**src/rtl/core/assert_macros.svh**
```systemverilog
// assertion helpers shared by the rtl
// clocked on clk and disabled in rst, both taken from the enclosing module
`ifndef ASSERT_MACROS_SVH
`define ASSERT_MACROS_SVH
// property that must hold at every edge out of reset
`define ASSERT_ALWAYS(label, prop) \
  label: assert property (@(posedge clk) disable iff (rst) (prop)) \
    else $error("assertion failed");
// implication: when cond holds, prop holds at the same edge
`define ASSERT_IMPLY(label, cond, prop) \
  label: assert property (@(posedge clk) disable iff (rst) (cond) |-> (prop)) \
    else $error("implication failed");
// implication: when cond holds, prop holds at the next edge
`define ASSERT_NEXT(label, cond, prop) \
  label: assert property (@(posedge clk) disable iff (rst) (cond) |=> (prop)) \
    else $error("next-cycle implication failed");
`endif

```
**src/rtl/core/tsc_ram.sv**
```systemverilog
// generic simple dual-port ram, one write and one registered read port
// no dependencies
`timescale 1ns / 1ps
module tsc_ram #(
  parameter int WIDTH = 8,
  parameter int DEPTH = 16
) (
  input  logic                     clk,
  input  logic                     we,
  input  logic [$clog2(DEPTH)-1:0] waddr,
  input  logic [WIDTH-1:0]         wdata,
  input  logic [$clog2(DEPTH)-1:0] raddr,
  output logic [WIDTH-1:0]         rdata
);
  logic [WIDTH-1:0] mem [DEPTH];

  always_ff @(posedge clk) begin
    if (we) begin
      mem[waddr] <= wdata;
    end
    rdata <= mem[raddr];
  end
endmodule

```
**config.mk**
```make
export PLATFORM = sky130hd
export DESIGN_NAME = tsc_ram
export DESIGN_NICKNAME = d
export VERILOG_FILES = /design/src/rtl/core/assert_macros.svh /design/src/rtl/core/tsc_ram.sv
export SDC_FILE = /design/constraint.sdc
export NUM_CORES = 1
export LEC_CHECK = 0
export BUFFER_PORTS_ARGS = -buffer_cell sky130_fd_sc_hd__buf_2
export CORE_ASPECT_RATIO = 0.8
export CORE_UTILIZATION = 60
export CTS_BUF_LIST = sky130_fd_sc_hd__clkbuf_4 sky130_fd_sc_hd__clkbuf_8
export DETAILED_ROUTE_END_ITERATION = 7
export PLACE_DENSITY = 0.77
export SYNTH_ARGS = -nofsm -noshare
export SYNTH_HDL_FRONTEND = slang
export SYNTH_SLANG_ARGS = --single-unit
```
**constraint.sdc**
```tcl
create_clock -name clk -period 4.9 [get_ports clk]
set_input_delay 0.49 -clock clk [delete_from_list [all_inputs] [get_ports clk]]
set_output_delay 0.49 -clock clk [all_outputs]
set_load 0.005 [all_outputs]
```
==> metrics.md <==
| Metric | Value |
|---|---|
| Status | finished clean |
| VDD IR max | 0.242 mV |
| DRT antenna net count | 0 |
| CP Data Required Time | roughly 4.9 ns |
| Row Count | 29 |
| DRC | 0 |
| Final period util | approximately two fifths |
| Minimum clock period | roughly 2.1 ns |
| Die Span X | roughly 110 um |
| CTS clk-pin slew, worst paths | approximately 0.080 ns |
| Tightest Pin Transition | roughly 1.2 ns |
| Leak | around 1.9 nW |
| First-pass GRT wire length | 14.5 mm |
| Total grt overflow | 0 |
| Most common cell after layout, fill and taps aside | edfxtp_1 |
| Resized cells post-CTS | 0 |
| Final instance area | 0.00576 sq mm |
| Mapped cell area | slightly above 0.005 sq mm |
| Pwr per Cell Area | 413 mW/mm^2 |
| Largest net degree at the start of global routing | 33 |
| Setup bufs post-CTS | 0 |
| Max Cap Viol | 0 |
| Crit path max-delay cell type | nor3_1 |
| Vias per std cell | about 6.3 |
| Area contributors post-synth | edfxtp_1, mux4_2, mux4_1 |
| Arr. time, crit path | 2.08 ns |
| Sequential area share after synthesis | 77.8% |
| Worst-Skew Late Latency | around 0.42 ns |
| Core Area | 0.00813 sq mm |
| CP endpoint kind | register |
| Number of port buffers | 25 |
| Buf+Inv Stages, Crit Path | 1 |
| # hold bufs at CTS | 0 |
| Max frequency | 0.486 GHz |
| Gpl congestion | between 0.7 and 0.8 |
| Number of global-route vias before repair | between 2000 and 2500 |
| Wire per inst | between 20 and 30 um |
| Dpl cells | 355 |
| #FFs+latches synth | around 140 |
| CTS max path bufs | 2 |
| Layout cell share with drive strength beyond 1 | between 20% and 30% |
| Startpoint Class | primary input |
| Initial core utilization | 63.3% |
| Setup TNS | 0 ns |
| Area Growth Syn to Fin | 11.9% |
| Drt total wl | about 9.8 mm |
| Most frequent cells in the layout | edfxtp_1, buf_2, mux4_2 |
| Die Y-Extent | 84.8 um |
| CP top delay family | simple AND/OR/NAND/NOR gates |
| Drt pass-1 iters | 5 |
| Leading area contributor after synthesis | edfxtp_1 |
| Final setup viols | 0 |
| Clock skew | approximately 0.0086 ns |
| Die ar. | between 0.008 and 0.009 sq mm |
| CP max FO | 8 |
| CP peak stage delay | roughly 0.95 ns |
| Cell Area, Placed | 0.00534 sq mm |
| DRT iter0 DRCs | between 150 and 200 |
| Fin. Hold Viols | 0 |
| Worst rel slew slack | roughly 18% |
| Antenna violations before repair | 0 |
| Nets | 284 |
| CTS buffer count | 17 |
| Diodes inserted | 0 |
| Final Slew Violations | 0 |
| Total GRT Usage | around a quarter |
| WS Path Type | in -> reg |
| H-Tree Depth | 4 |
| Power Total | ~0.0024 W |
| Yosys top cell area share | about three quarters |
| Clock sink count | ~140 |
| Post-DP HPWL | ~6 mm |
| Hold WC Path Type | in -> reg |
| Via count | about 2400 |
| Synth unique cells | 19 |
| RSZ-0062 raised after global routing | no |
| Yosys warns | 0 |
| # IOs | 26 |
| Syn avg cell area | 22.5 sq um |
| Clock root cell | clkbuf_8 |
| Post-synth net total | about 250 |
| Cells after Synth | about 230 |
| Non-Filler Instances | about 390 |
| CTS tree | built |
| Cell Chain, Critical Path | buf_2 -> or3b_2 -> nor3_1 |
==> layer usage <==
layer | share of wire (%) | GRT usage [%]
met2 | 49 | 38.2
met5 | 0 | 0
met3 | 7.9 | 6.37
met4 | 0.41 | 4.80
met1 | 42 | 34.5
==> logic make-up (layout without fill, tap and decap cells) <==
family                 after synthesis  in the layout  share of synthesized area [%]
muxes                               32             32                           15.0
buffers and inverters               10             59                           1.68
DFF                                136            136                           77.8
AOI/OAI and AO/OA                   16             16                           2.33
and+or+nand+nor                     35             35                           3.18
==> worst reg2reg max path: cells and delay by family (launching register included) <==
family | cells | cell delay (ns)
muxes | 1 | 0.50
DFF | 1 | 0.38
AOI/OAI and AO/OA | 1 | 0.28
and+or+nand+nor | 1 | 0.08
==> synth_stat cells <==
library cell       n
a22oi_1           16
and2_1             1
and2b_1            1
buf_2              3
buf_4              1
buf_6              3
clkdlybuf4s25_2    3
dfxtp_1            8
edfxtp_1         128
mux4_1            14
mux4_2            18
nand2_1            9
nand2b_1           2
nand3_1            1
nand3b_1           2
nor2_1            13
nor2b_1            1
nor3_1             4
or3b_2             1
==> area by class of cell <==
cell class	count	area [sq um]
sequential	136	4000
fill	500	2370
multi-input combinational	83	1060
clock buffer	17	234
clock inverter	14	183
timing repair buffer	28	148
tap	108	135
==> flip-flops by register name (all words and copies together), names as in the netlist <==
name   cells
mem      128
rdata      8
==> worst paths after layout <==
| check | start | to | slack [ns] | depth (start not counted) |
|---|---|---|---|---|
| max | waddr[2] | mem[0][2]$_DFFE_PP_ | 2.84 | 3 |
| min | wdata[6] | mem[5][6]$_DFFE_PP_ | 0.45 | 1 |
| max reg2reg | mem[10][6]$_DFFE_PP_ | rdata[6]$_DFF_P_ | 3.55 | 3 |
| min reg2reg | mem[14][1]$_DFFE_PP_ | rdata[1]$_DFF_P_ | 0.68 | 3 |
==> stage by stage <==
stage	hold WS [ns]	util (%)	setup WS [ns]
5_1_grt	0.445	70.9	2.75
3_5_place_dp	0.660	65.7	2.39
6_report	0.453	70.9	2.84
4_1_cts	0.443	70.9	2.82
2_1_floorplan	0.589	-	2.92
3_3_place_gp	0.652	65.7	2.39
==> where the power goes <==
| group | total [W] | switching, W | leakage, nW | internal (W) |
|---|---|---|---|---|
| clock network | 0.000957 | 0.000411 | 0.204 | 0.000547 |
| registers | 0.00131 | 0.00000919 | 1.22 | 0.00130 |
| logic | 0.000112 | 0.0000649 | 0.486 | 0.0000466 |
| total | 0.00238 | 0.000485 | 1.91 | 0.00189 |
Power figures use the tool's default switching activity.
